`config.mk`:
```
export PLATFORM = sky130hd
export DESIGN_NAME = triac_dual_mode_power_regulator
export DESIGN_NICKNAME = d
export VERILOG_FILES = /design/src/rtl/core/tdmpr_pkg.sv /design/src/rtl/core/tdmpr_step.sv /design/src/rtl/core/triac_dual_mode_power_regulator.sv
export SDC_FILE = /design/constraint.sdc
export NUM_CORES = 1
export LEC_CHECK = 0
export ABC_AREA = 1
export BUFFER_PORTS_ARGS = -buffer_cell sky130_fd_sc_hd__buf_2
export CAP_MARGIN = 20
export CORE_ASPECT_RATIO = 0.9
export CORE_MARGIN = 2
export CORE_UTILIZATION = 35
export DETAILED_ROUTE_END_ITERATION = 16
export MAX_ROUTING_LAYER = met4
export REMOVE_ABC_BUFFERS = 1
export SLEW_MARGIN = 0
export SYNTH_ARGS = -nofsm -noshare
export SYNTH_HDL_FRONTEND = slang
export SYNTH_SLANG_ARGS = --single-unit
```
`constraint.sdc`:
```
create_clock -name clk -period 2.1 [get_ports clk]
set_input_delay 0.105 -clock clk [delete_from_list [all_inputs] [get_ports clk]]
set_output_delay 0.105 -clock clk [all_outputs]
set_load 0.02 [all_outputs]
```
`src/rtl/core/tdmpr_pkg.sv`:
```
// ----------------------------------------------------------------------------
// tdmpr_pkg: shared types and constants for the triac power regulator
// Event, gesture and mode codes, the regulator state record and the phase
// firing delay table.
// ----------------------------------------------------------------------------
package tdmpr_pkg;

	// event codes
	localparam logic [1:0] ACT_TICK    = 2'd0;
	localparam logic [1:0] ACT_EDGE    = 2'd1;
	localparam logic [1:0] ACT_GESTURE = 2'd2;

	// gesture codes
	localparam logic [1:0] GST_NONE   = 2'd0;
	localparam logic [1:0] GST_CLICK  = 2'd1;
	localparam logic [1:0] GST_DOUBLE = 2'd2;
	localparam logic [1:0] GST_LONG   = 2'd3;

	// operating modes
	localparam logic [1:0] MODE_OFF     = 2'd0;
	localparam logic [1:0] MODE_PHASE   = 2'd1;
	localparam logic [1:0] MODE_BURST   = 2'd2;
	localparam logic [1:0] MODE_SERVICE = 2'd3;

	localparam logic [3:0] MAX_LEVEL       = 4'd10;
	localparam logic [3:0] SERVICE_PHASE_LEVEL = 4'd2;
	localparam logic [7:0] BLANK_TICKS_RESET = 8'd50;

	typedef struct packed {
		logic [1:0] mode;
		logic [3:0] level;
		logic [7:0] delay_count;
		logic [3:0] cycle_count;
		logic       gate;
		logic [1:0] service_choice;
		logic [3:0] saved_level;
		logic [1:0] saved_mode;
	} reg_state_t;

	typedef struct packed {
		logic       gate_on;
		logic [1:0] run_mode;
		logic [3:0] power_level;
	} result_t;

	// firing delay in ticks after the zero-cross edge, by level
	function automatic logic [7:0] fire_delay(input logic [3:0] lvl);
		logic [7:0] d;
		case (lvl)
			4'd0: d = 8'd255;
			4'd1: d = 8'd203;
			4'd2: d = 8'd180;
			4'd3: d = 8'd161;
			4'd4: d = 8'd144;
			4'd5: d = 8'd128;
			4'd6: d = 8'd111;
			4'd7: d = 8'd94;
			4'd8: d = 8'd75;
			4'd9: d = 8'd52;
			default: d = 8'd0;
		endcase
		return d;
	endfunction

endpackage

```
`src/rtl/core/tdmpr_step.sv`:
```
// ----------------------------------------------------------------------------
// tdmpr_step: next-state logic of the regulator
// Applies one event (tick, zero-cross edge or gesture) to the regulator state.
// ----------------------------------------------------------------------------
module tdmpr_step (
	input  tdmpr_pkg::reg_state_t cur,
	input  logic [1:0]            action,
	input  logic                  comparator_low,
	input  logic [1:0]            gesture,
	input  logic [7:0]            blank_ticks,
	output tdmpr_pkg::reg_state_t nxt
);

	logic       run_active;
	logic [1:0] toggled_choice;
	logic [3:0] stepped_level;

	assign run_active = (cur.mode == tdmpr_pkg::MODE_PHASE) ||
		(cur.mode == tdmpr_pkg::MODE_BURST);
	assign stepped_level = (cur.level < tdmpr_pkg::MAX_LEVEL) ? cur.level + 4'd1 : 4'd1;

	always_comb begin
		toggled_choice = cur.service_choice;
		if (gesture == tdmpr_pkg::GST_CLICK) begin
			if (cur.service_choice == tdmpr_pkg::MODE_PHASE)
				toggled_choice = tdmpr_pkg::MODE_BURST;
			else if (cur.service_choice == tdmpr_pkg::MODE_BURST)
				toggled_choice = tdmpr_pkg::MODE_PHASE;
		end
	end

	always_comb begin
		nxt = cur;
		case (action)
			tdmpr_pkg::ACT_TICK: begin
				if (cur.delay_count != 8'd0) begin
					if (cur.mode == tdmpr_pkg::MODE_PHASE)
						nxt.gate = 1'b0;
					nxt.delay_count = cur.delay_count - 8'd1;
				end else if (cur.mode == tdmpr_pkg::MODE_PHASE) begin
					nxt.gate = 1'b1;
				end
			end
			tdmpr_pkg::ACT_EDGE: begin
				if (cur.mode == tdmpr_pkg::MODE_PHASE) begin
					nxt.delay_count = tdmpr_pkg::fire_delay(cur.level);
				end else if (cur.mode == tdmpr_pkg::MODE_BURST) begin
					// edges are blanked while the counter runs
					if (cur.delay_count == 8'd0 && comparator_low) begin
						nxt.gate = cur.cycle_count < cur.level;
						nxt.cycle_count = (cur.cycle_count < tdmpr_pkg::MAX_LEVEL) ?
							cur.cycle_count + 4'd1 : 4'd0;
						nxt.delay_count = blank_ticks;
					end
				end else begin
					nxt.gate = 1'b0;
				end
			end
			tdmpr_pkg::ACT_GESTURE: begin
				if (cur.mode == tdmpr_pkg::MODE_OFF) begin
					if (gesture == tdmpr_pkg::GST_LONG) begin
						nxt.mode = (cur.saved_mode == tdmpr_pkg::MODE_PHASE ||
							cur.saved_mode == tdmpr_pkg::MODE_BURST) ?
							cur.saved_mode : tdmpr_pkg::MODE_PHASE;
						nxt.level = (cur.saved_level != 4'd0) ?
							cur.saved_level : tdmpr_pkg::MAX_LEVEL;
					end else if (gesture == tdmpr_pkg::GST_DOUBLE) begin
						nxt.service_choice = cur.saved_mode;
						nxt.mode = tdmpr_pkg::MODE_SERVICE;
						if (cur.saved_mode == tdmpr_pkg::MODE_PHASE)
							nxt.level = tdmpr_pkg::SERVICE_PHASE_LEVEL;
						else if (cur.saved_mode == tdmpr_pkg::MODE_BURST)
							nxt.level = tdmpr_pkg::MAX_LEVEL;
					end
				end else if (run_active) begin
					if (gesture == tdmpr_pkg::GST_CLICK) begin
						nxt.level = stepped_level;
					end else if (gesture == tdmpr_pkg::GST_LONG) begin
						nxt.saved_level = cur.level;
						nxt.mode = tdmpr_pkg::MODE_OFF;
						nxt.level = 4'd0;
					end
				end else begin
					if (gesture == tdmpr_pkg::GST_LONG) begin
						nxt.saved_mode = cur.service_choice;
						nxt.level = 4'd0;
						nxt.service_choice = 2'd0;
						nxt.mode = tdmpr_pkg::MODE_OFF;
					end else begin
						nxt.service_choice = toggled_choice;
						// level mirrors the service choice
						if (toggled_choice == tdmpr_pkg::MODE_PHASE)
							nxt.level = tdmpr_pkg::SERVICE_PHASE_LEVEL;
						else if (toggled_choice == tdmpr_pkg::MODE_BURST)
							nxt.level = tdmpr_pkg::MAX_LEVEL;
					end
				end
			end
			default: begin
				nxt = cur;
			end
		endcase
	end

endmodule

```
`src/rtl/core/triac_dual_mode_power_regulator.sv`:
```
// ----------------------------------------------------------------------------
// triac_dual_mode_power_regulator: phase-angle and burst-fire triac control
// Takes one event per transfer and returns the gate, mode and level after it.
// ----------------------------------------------------------------------------
//  channel | handshake            | payload
//  --------+----------------------+------------------------------------------
//  in      | in_valid / in_ready  | action, comparator_low, gesture
//  out     | out_valid / out_ready| gate_on, run_mode, power_level
//  cfg     | cfg_valid / cfg_ready| cfg_data (zero-cross blanking ticks)
//
//  One event per cycle while in_ready is high; an event is held in the input
//  register, then its state update is held in the result register.
//  A two-entry result buffer lets input transfers continue while out_ready is
//  low; in_ready drops only when both entries are full and an event is held.
//  Reset clears the regulator state and the valid flags and sets the blanking
//  count to 50; cfg_ready is always high.
// ----------------------------------------------------------------------------
module triac_dual_mode_power_regulator (
	input  logic       clk,
	input  logic       arst_n,
	input  logic       in_valid,
	output logic       in_ready,
	input  logic [1:0] action,
	input  logic       comparator_low,
	input  logic [1:0] gesture,
	output logic       out_valid,
	input  logic       out_ready,
	output logic       gate_on,
	output logic [1:0] run_mode,
	output logic [3:0] power_level,
	input  logic       cfg_valid,
	output logic       cfg_ready,
	input  logic [7:0] cfg_data
);

	logic                  valid_s1;
	logic [1:0]            action_s1;
	logic                  comparator_low_s1;
	logic [1:0]            gesture_s1;
	logic [7:0]            blank_ticks_q;
	tdmpr_pkg::reg_state_t state_q;
	tdmpr_pkg::reg_state_t state_nxt;
	tdmpr_pkg::result_t    result;
	tdmpr_pkg::result_t    out_q;
	tdmpr_pkg::result_t    skid_q;
	logic                  out_valid_q;
	logic                  skid_valid_q;
	logic                  fire;
	logic                  pop;

	assign cfg_ready = 1'b1;
	assign fire      = valid_s1 && !skid_valid_q;
	assign in_ready  = !valid_s1 || fire;
	assign pop       = out_valid_q && out_ready;

	tdmpr_step u_step (
		.cur            (state_q),
		.action         (action_s1),
		.comparator_low (comparator_low_s1),
		.gesture        (gesture_s1),
		.blank_ticks    (blank_ticks_q),
		.nxt            (state_nxt)
	);

	assign result.gate_on     = state_nxt.gate;
	assign result.run_mode    = state_nxt.mode;
	assign result.power_level = state_nxt.level;

	always_ff @(posedge clk or negedge arst_n) begin
		if (!arst_n) begin
			blank_ticks_q <= tdmpr_pkg::BLANK_TICKS_RESET;
		end else if (cfg_valid && cfg_ready) begin
			blank_ticks_q <= cfg_data;
		end
	end

	// input register
	always_ff @(posedge clk or negedge arst_n) begin
		if (!arst_n) begin
			valid_s1 <= 1'b0;
		end else if (in_ready) begin
			valid_s1 <= in_valid;
		end
	end

	always_ff @(posedge clk) begin
		if (in_ready && in_valid) begin
			action_s1         <= action;
			comparator_low_s1 <= comparator_low;
			gesture_s1        <= gesture;
		end
	end

	always_ff @(posedge clk or negedge arst_n) begin
		if (!arst_n) begin
			state_q <= '0;
		end else if (fire) begin
			state_q <= state_nxt;
		end
	end

	// result register with skid entry
	always_ff @(posedge clk or negedge arst_n) begin
		if (!arst_n) begin
			out_valid_q  <= 1'b0;
			skid_valid_q <= 1'b0;
		end else begin
			if (!out_valid_q || pop) begin
				out_valid_q  <= skid_valid_q || fire;
				skid_valid_q <= 1'b0;
			end else if (fire) begin
				skid_valid_q <= 1'b1;
			end
		end
	end

	always_ff @(posedge clk) begin
		if (!out_valid_q || pop) begin
			out_q <= skid_valid_q ? skid_q : result;
		end else if (fire) begin
			skid_q <= result;
		end
	end

	assign out_valid   = out_valid_q;
	assign gate_on     = out_q.gate_on;
	assign run_mode    = out_q.run_mode;
	assign power_level = out_q.power_level;

endmodule
```
==> flow_summary.ini, run 1 <==
[route]
final_antenna_net_count = 0
drc = 0
dr.first_iter.drc_count = 134
dr_total_vias = 2957
wire_per_inst_um = 12.9
drt_total_wl_um = 7890
route.detailed.vias_per_inst = 4.82
drtPass1Iterations = 4

[worst_setup_path]
critPathLaunch = state_q[22]
r2r-start = state_q[22]
ff2ff_setup_slack_ps = 160
crit_type = flop to flop
critPathBufInv = 1
crit_chain = clkinv_1 -> ha_1 -> nand2_1 -> nand2_1 -> nand2_1 -> nand2_1 -> nand2_1 -> nand3_1 -> nand2_1 -> nand2_1 -> nand2_1 -> nand2_1 -> nand2_1
crit_path_top_delay_cell = sky130_fd_sc_hd__dfrtp_1
crit_cells = 13
crit_path_start_kind = flop
worst-endpoint-arrival_ps = 2040
cp_common_cell = sky130_fd_sc_hd__nand2_1
critical_path.top_delay_family = simple AND/OR/NAND/NOR gates
reg2reg_depth = 13
critical_path.reg2reg.endpoint = gate_on
worst_setup_end_kind = flop
crit_fanout = 8
setup.worst_path.end = gate_on
cp_data_required_time_ps = 2200
largest_stage_delay_on_the_critical_path_ps = 490

[power_and_ir_drop]
power_w = 0.00491
worst_ir_drop_vdd_uv = 624
share_seq_of_total_power_pct = 34.6
power_frac_comb_pct = 42.7
sw_frac_of_total_pct = 40.9
clkPwrFrac_pct = 22.7
power_density_mw_per_mm2 = 1190
power.switching_w = 0.00201
leakage_nw = 1.91
internal_power_w = 0.00290

[cells_and_area]
layout.cells.non_filler = 614
fraction_of_layout_cells_with_a_size_suffix_above_1_pct = 18.9
area_growth_from_synthesis_to_final_layout_pct = 19.1
num-nets-final = 519
utilization_pct = 42.8
antenna-diode-count = 0

[synth]
syn_inst = 431
synth.lib_cells_used.distinct = 42
ys_warn_count = 0
postSynthAreaPerCell_sq_um = 8.06
ys_seq_elements = 57
netlist.top_cell.by_area = sky130_fd_sc_hd__dfrtp_1
post_synth_main_area_contributors = sky130_fd_sc_hd__dfrtp_1 25%, sky130_fd_sc_hd__edfxtp_1 16%, sky130_fd_sc_hd__nand2_1 12%
ys_seq_area_share_pct = 43.9
mappedNetlistArea_sq_mm = 0.00347
synthDominantCellAreaShare_pct = 25.2

[sta]
fmax_mhz = 514
worst_slew_pin_tran_ps = 906
unrepaired_setup_endpoints_after_global_routing = false
setup_violations = 0
worst_slew_margin_rel_pct = 39.6
worst_clock_skew_ps = 5.98
post-route-min-period_ps = 1940
number_of_pins_exceeding_their_max_slew_limit_in_the_final_report = 0
finalHoldViolCount = 0
post-route-period-util_pct = 92.6
fin_setup_tns_ps = 0

[clocking]
cts-root-buf = sky130_fd_sc_hd__clkbuf_8
cts_tree = yes
numCtsBuffers = 9
clockBufferDepth = 2
clock_tree.htree_level_count = 3
post_cts_hold_buffer_count = 15
clock_sink_count = 57
clk_latency_ps = 340
clk_pin_slew_ps = 70
post_cts.repair.setup_buffers = 0
cts_repair_resize_count = 0

[placement]
finalWeightedCongestion = 0.888
port_buffers = 26
place.detailed.instances = 583
post-dp-hpwl_um = 5960

[global_route]
initial_antenna_violation_count = 0
via_count_of_the_first_global_routing_pass = 2893
grt_first_pass_wirelength_um = 13600
grt_max_degree = 39
grt_overflow = 0
globalRouteTotalUtil_pct = 16.6

[worst_hold_path]
worst_hold_path_type = input port to flop

[floorplan]
fp.dieArea_sq_mm = 0.0107
initial_core_util_pct = 36.0
die_height_um = 98.5
coreArea_sq_mm = 0.00966
ios = 28
placementRows = 34
dieWidth_um = 109

[run]
timing.max_cap.violations = 0

[status]
run_status = finished, final reports clean
[per-stage QoR]
| stage | instance area [sq um] | hold slack (ps) | setup WS (ps) |
|---|---|---|---|
| 2_1_floorplan | 3410 | -191 | 265 |
| 3_3_place_gp | 3780 | 284 | 240 |
| 3_5_place_dp | 3780 | 286 | 145 |
| 4_1_cts | 4140 | 69.2 | 136 |
| 5_1_grt | 4140 | 128 | 4.48 |
| 6_report | 4140 | 84.0 | 156 |
[state kept, by name, summed over array words and instances, names as in the netlist]
signal and count:
action_s1 2, blank_ticks_q 8, comparator_low_s1 1, gate_on 1, gesture_s1 2, out_valid 1, power_level 4, run_mode 2
skid_q 7, skid_valid_q 1, state_q 27, valid_s1 1
[synthesized netlist by cell type]
library cell and instances:
sky130_fd_sc_hd__a22oi_1 1, sky130_fd_sc_hd__nor2_8 1, sky130_fd_sc_hd__nand2_4 1, sky130_fd_sc_hd__a21o_1 1, sky130_fd_sc_hd__nor3_1 2, sky130_fd_sc_hd__xnor2_1 3
sky130_fd_sc_hd__clkbuf_1 3, sky130_fd_sc_hd__nand2_1 114, sky130_fd_sc_hd__o21ai_2 2, sky130_fd_sc_hd__nand2_2 6, sky130_fd_sc_hd__nor2_1 28, sky130_fd_sc_hd__buf_8 1
sky130_fd_sc_hd__o21ai_0 41, sky130_fd_sc_hd__o211ai_1 3, sky130_fd_sc_hd__a21boi_1 1, sky130_fd_sc_hd__xor2_1 1, sky130_fd_sc_hd__a21oi_1 23, sky130_fd_sc_hd__a21oi_2 2
sky130_fd_sc_hd__mux2_2 1, sky130_fd_sc_hd__ha_1 18, sky130_fd_sc_hd__clkinv_1 2, sky130_fd_sc_hd__nor3_2 1, sky130_fd_sc_hd__nand3_1 25, sky130_fd_sc_hd__nor2_4 5
sky130_fd_sc_hd__dfstp_2 3, sky130_fd_sc_hd__nand4_1 2, sky130_fd_sc_hd__dfrtp_1 35, sky130_fd_sc_hd__o21ai_1 9, sky130_fd_sc_hd__nor2_2 3, sky130_fd_sc_hd__o211ai_2 1
sky130_fd_sc_hd__nand3_2 4, sky130_fd_sc_hd__inv_1 43, sky130_fd_sc_hd__a211oi_2 1, sky130_fd_sc_hd__edfxtp_1 19, sky130_fd_sc_hd__buf_2 5, sky130_fd_sc_hd__buf_4 1
sky130_fd_sc_hd__nand3b_1 1, sky130_fd_sc_hd__a21oi_4 1, sky130_fd_sc_hd__conb_1 1, sky130_fd_sc_hd__inv_2 10, sky130_fd_sc_hd__o22ai_1 5, sky130_fd_sc_hd__o31ai_1 1
[layer usage]
metal  wire length, um  vias up  share of wire [%]  global-route usage [%]
met1              3860     1361                 49                    21.1
met2              3570       52                 45                    26.0
met4               175        0                2.2                    5.33
met5                 0        -                  0                       -
li1                  -     1521                  -                       -
met3               285       23                3.6                    3.90
[cell families after synthesis]
logic type | Yosys count | synth area share, %
simple gates | 193 | 25.4
fa+ha+maj | 18 | 6.48
other cells | 1 | 0.108
compound gates | 92 | 15.1
buf+inv | 65 | 7.64
xor+xnor | 4 | 1.01
flops | 57 | 43.9
mux | 1 | 0.324
[worst min path at each step]
stage                             end      startpoint  slack, ps  cells after the start
global placement    comparator_low_s1  comparator_low        280                      1
CTS                  blank_ticks_q[5]       cfg_valid         70                      3
global route         blank_ticks_q[5]       cfg_valid        130                      3
detailed placement        state_q[15]          arst_n        290                      1
floorplan            blank_ticks_q[0]          arst_n       -190                      0
finish               blank_ticks_q[5]       cfg_valid         80                      3
[cells in the final DEF, fill, tap and decap left out, drive strengths merged]
| master | n |
|---|---|
| a211oi | 1 |
| inv | 53 |
| a22oi | 1 |
| o21ai | 52 |
| o31ai | 1 |
| o22ai | 5 |
| o211ai | 4 |
| nand4 | 2 |
| nor3 | 3 |
| ha | 18 |
| a21o | 1 |
| bufinv | 2 |
| edfxtp | 19 |
| clkbuf | 10 |
| clkinv | 6 |
| mux2 | 1 |
| a21boi | 1 |
| conb | 1 |
| nand3b | 1 |
| xor2 | 1 |
| xnor2 | 3 |
| dfrtp | 35 |
| a21oi | 26 |
| nand3 | 29 |
| dfstp | 3 |
| buf | 36 |
| nand2 | 121 |
| nor2 | 37 |
| dlygate4sd3 | 15 |
[layout make-up]
type                       instances  area (sq um)
sequential                        57          1530
tap                              126           158
clock buffer                      10           128
timing repair buffer              51           355
multi-input combinational        309          1680
inverter                          55           206
fill                             972          5520
clock inverter                     6          82.6
[worst min-delay path: cells and delay by family]
family	cells	cell delay, ps
buffers and inverters	1	170
AO/OA/AOI/OAI	1	70
AND/OR/NAND/NOR	1	70
[power by group through the flow]
stage | Clock (W) | Combinational, W | Sequential [W]
3_5_place_dp | 0 | 0.00207 | 0.00172
5_1_grt | 0.00118 | 0.00241 | 0.00174
2_1_floorplan | 0 | 0.00142 | 0.00174
3_3_place_gp | 0 | 0.00205 | 0.00170
6_report | 0.00111 | 0.00210 | 0.00170
4_1_cts | 0.00114 | 0.00211 | 0.00170
(Power assumes the default switching activity.)
==> run 2, diff against run 1 <==
- CORE_UTILIZATION: 35 -> 60
- PLACE_DENSITY: default -> 0.8
==> flow_summary.ini, run 2 (synthesized netlist as in run 1, its figures left out) <==
[status]
run_status = finished, final reports clean

[worst_setup_path]
worst_setup_end_kind = flop
critical_path.reg2reg.endpoint = state_q[14]
crit_cells = 10
critical_path.top_delay_family = simple AND/OR/NAND/NOR gates
r2r-start = state_q[13]
crit_path_start_kind = flop
setup.worst_path.end = state_q[14]
crit_path_top_delay_cell = sky130_fd_sc_hd__dfrtp_1
crit_chain = inv_1 -> ha_1 -> nand2_1 -> nor2_4 -> nand2_2 -> nor2_4 -> nand2_2 -> o21ai_0 -> nand3_1 -> o21ai_1
crit_fanout = 6
critPathBufInv = 1
cp_data_required_time_ps = 2380
worst-endpoint-arrival_ps = 2180
reg2reg_depth = 10
critPathLaunch = state_q[13]
largest_stage_delay_on_the_critical_path_ps = 410
crit_type = flop to flop
ff2ff_setup_slack_ps = 200

[sta]
fin_setup_tns_ps = 0
worst_slew_pin_tran_ps = 903
fmax_mhz = 527
setup_violations = 0
worst_clock_skew_ps = 14.3
fin_worst_hold_slack_ps = 85.5
post-route-period-util_pct = 90.4
setup_slack_ps = 202
post-route-min-period_ps = 1900
finalHoldViolCount = 0
worst_slew_margin_rel_pct = 39.8
number_of_pins_exceeding_their_max_slew_limit_in_the_final_report = 0
unrepaired_setup_endpoints_after_global_routing = false

[clocking]
clk_pin_slew_ps = 80
clock_sink_count = 57
clk_latency_ps = 350
numCtsBuffers = 9
cts-root-buf = sky130_fd_sc_hd__clkbuf_8
clock_tree.htree_level_count = 3
cts_tree = yes
clockBufferDepth = 2

[global_route]
grt_overflow = 0
grt_max_degree = 39
globalRouteTotalUtil_pct = 28.8
via_count_of_the_first_global_routing_pass = 2950
grt_first_pass_wirelength_um = 14200
initial_antenna_violation_count = 0

[cells_and_area]
num-nets-final = 518
max_flop_register = state_q
multi_input_comb_area_sq_mm = 0.00168
regArea_sq_mm = 0.00153
largest_register_ff_count = 27
final_cell_mix = 114 x sky130_fd_sc_hd__nand2_1, 43 x sky130_fd_sc_hd__inv_1, 41 x sky130_fd_sc_hd__o21ai_0, 35 x sky130_fd_sc_hd__dfrtp_1, 28 x sky130_fd_sc_hd__nor2_1
layout.cells.non_filler = 557
antenna-diode-count = 0
area_growth_from_synthesis_to_final_layout_pct = 16.3
fraction_of_layout_cells_with_a_size_suffix_above_1_pct = 18.7
nFillCells = 479
layout_top_registers = state_q: 27 flops, blank_ticks_q: 8 flops, skid_q: 7 flops
leading_cell_type_in_the_layout_fill_and_taps_excluded = sky130_fd_sc_hd__nand2_1

[floorplan]
initial_core_util_pct = 61.7
placementRows = 26
coreArea_sq_mm = 0.00563
ios = 28
dieWidth_um = 84.2
fp.dieArea_sq_mm = 0.00641
die_height_um = 76.2

[route]
final_antenna_net_count = 0
drtPass1Iterations = 5
dr.first_iter.drc_count = 255
route.detailed.vias_per_inst = 5.51
drc = 0
drt_total_wl_um = 8290
dr_total_vias = 3071
wire_per_inst_um = 14.9

[power_and_ir_drop]
power_density_mw_per_mm2 = 1200
leakage_nw = 1.89
worst_ir_drop_vdd_uv = 770

[placement]
finalWeightedCongestion = 0.958
post-dp-hpwl_um = 5770
place.detailed.instances = 524
port_buffers = 26
place_ws_ps = 225

[run]
timing.max_cap.violations = 0

[worst_hold_path]
worstHoldStart = cfg_valid
worst_hold_path_type = input port to flop
min_delay_path_depth = 3
==> run 2: changes by cell type in the layout (fill, tap and decap cells not counted) <==
cell,delta
sky130_fd_sc_hd__clkinvlp_4,+2
sky130_fd_sc_hd__buf_4,-1
sky130_fd_sc_hd__bufinv_16,-1
sky130_fd_sc_hd__clkinv_2,-1
==> run 2: final cells by class <==
cell class	instances	share of cell area, %
clock buffer	10	3.16
timing repair buffer	50	8.61
inverter	55	5.20
clock inverter	6	1.46
multi-input combinational	309	41.7
tap	70	2.17
sequential	57	37.8
==> run 2: worst register-to-register path: stages (launching register included) <==
cell and delay [ps]:
sky130_fd_sc_hd__dfrtp_1 410, sky130_fd_sc_hd__inv_1 140, sky130_fd_sc_hd__ha_1 180, sky130_fd_sc_hd__nand2_1 110, sky130_fd_sc_hd__nor2_4 150, sky130_fd_sc_hd__nand2_2 130, sky130_fd_sc_hd__nor2_4 140, sky130_fd_sc_hd__nand2_2 110
sky130_fd_sc_hd__o21ai_0 260, sky130_fd_sc_hd__nand3_1 100, sky130_fd_sc_hd__o21ai_1 80
==> run 2: worst min path at each step <==
| stage | to | slack [ps] |
|---|---|---|
| 3_3_place_gp | state_q[1] | 260 |
| 4_1_cts | blank_ticks_q[1] | 80 |
| 6_report | blank_ticks_q[1] | 90 |
| 3_5_place_dp | state_q[1] | 280 |
| 5_1_grt | blank_ticks_q[5] | 110 |
| 2_1_floorplan | blank_ticks_q[0] | -190 |
==> run 2: repair_timing <==
action	4_1_cts	5_1_grt
gates resized for setup	0	1
setup endpoints to repair	0	1
hold endpoints to repair	49	0
hold buffers	15	0
buffers inserted	0	2
==> run 2: per-layer routing <==
layer / vias to the layer above / part of all wire, % / GRT usage (%)
met2: 124 / 45 / 42.1
met3: 19 / 7.1 / 8.23
met4: 0 / 2.1 / 10.2
li1: 1513 / - / -
met1: 1415 / 46 / 38.7
met5: - / 0 / -
==> run 2: through the flow <==
stage,power [W],util (%),cell area [sq um]
global placement,0.00368,65.5,3680
detailed placement,0.00373,65.5,3680
finish,0.00486,71.8,4040
CTS,0.00477,71.5,4020
global route,0.00523,71.8,4040
floorplan,0.00315,-,3410
==> run 2: power by group <==
part	total (W)	switching (W)	internal, W	leakage, nW
Clock	0.00101	0.000469	0.000540	0.0913
Sequential	0.00172	0.000261	0.00146	0.661
Combinational	0.00213	0.00136	0.000773	1.14
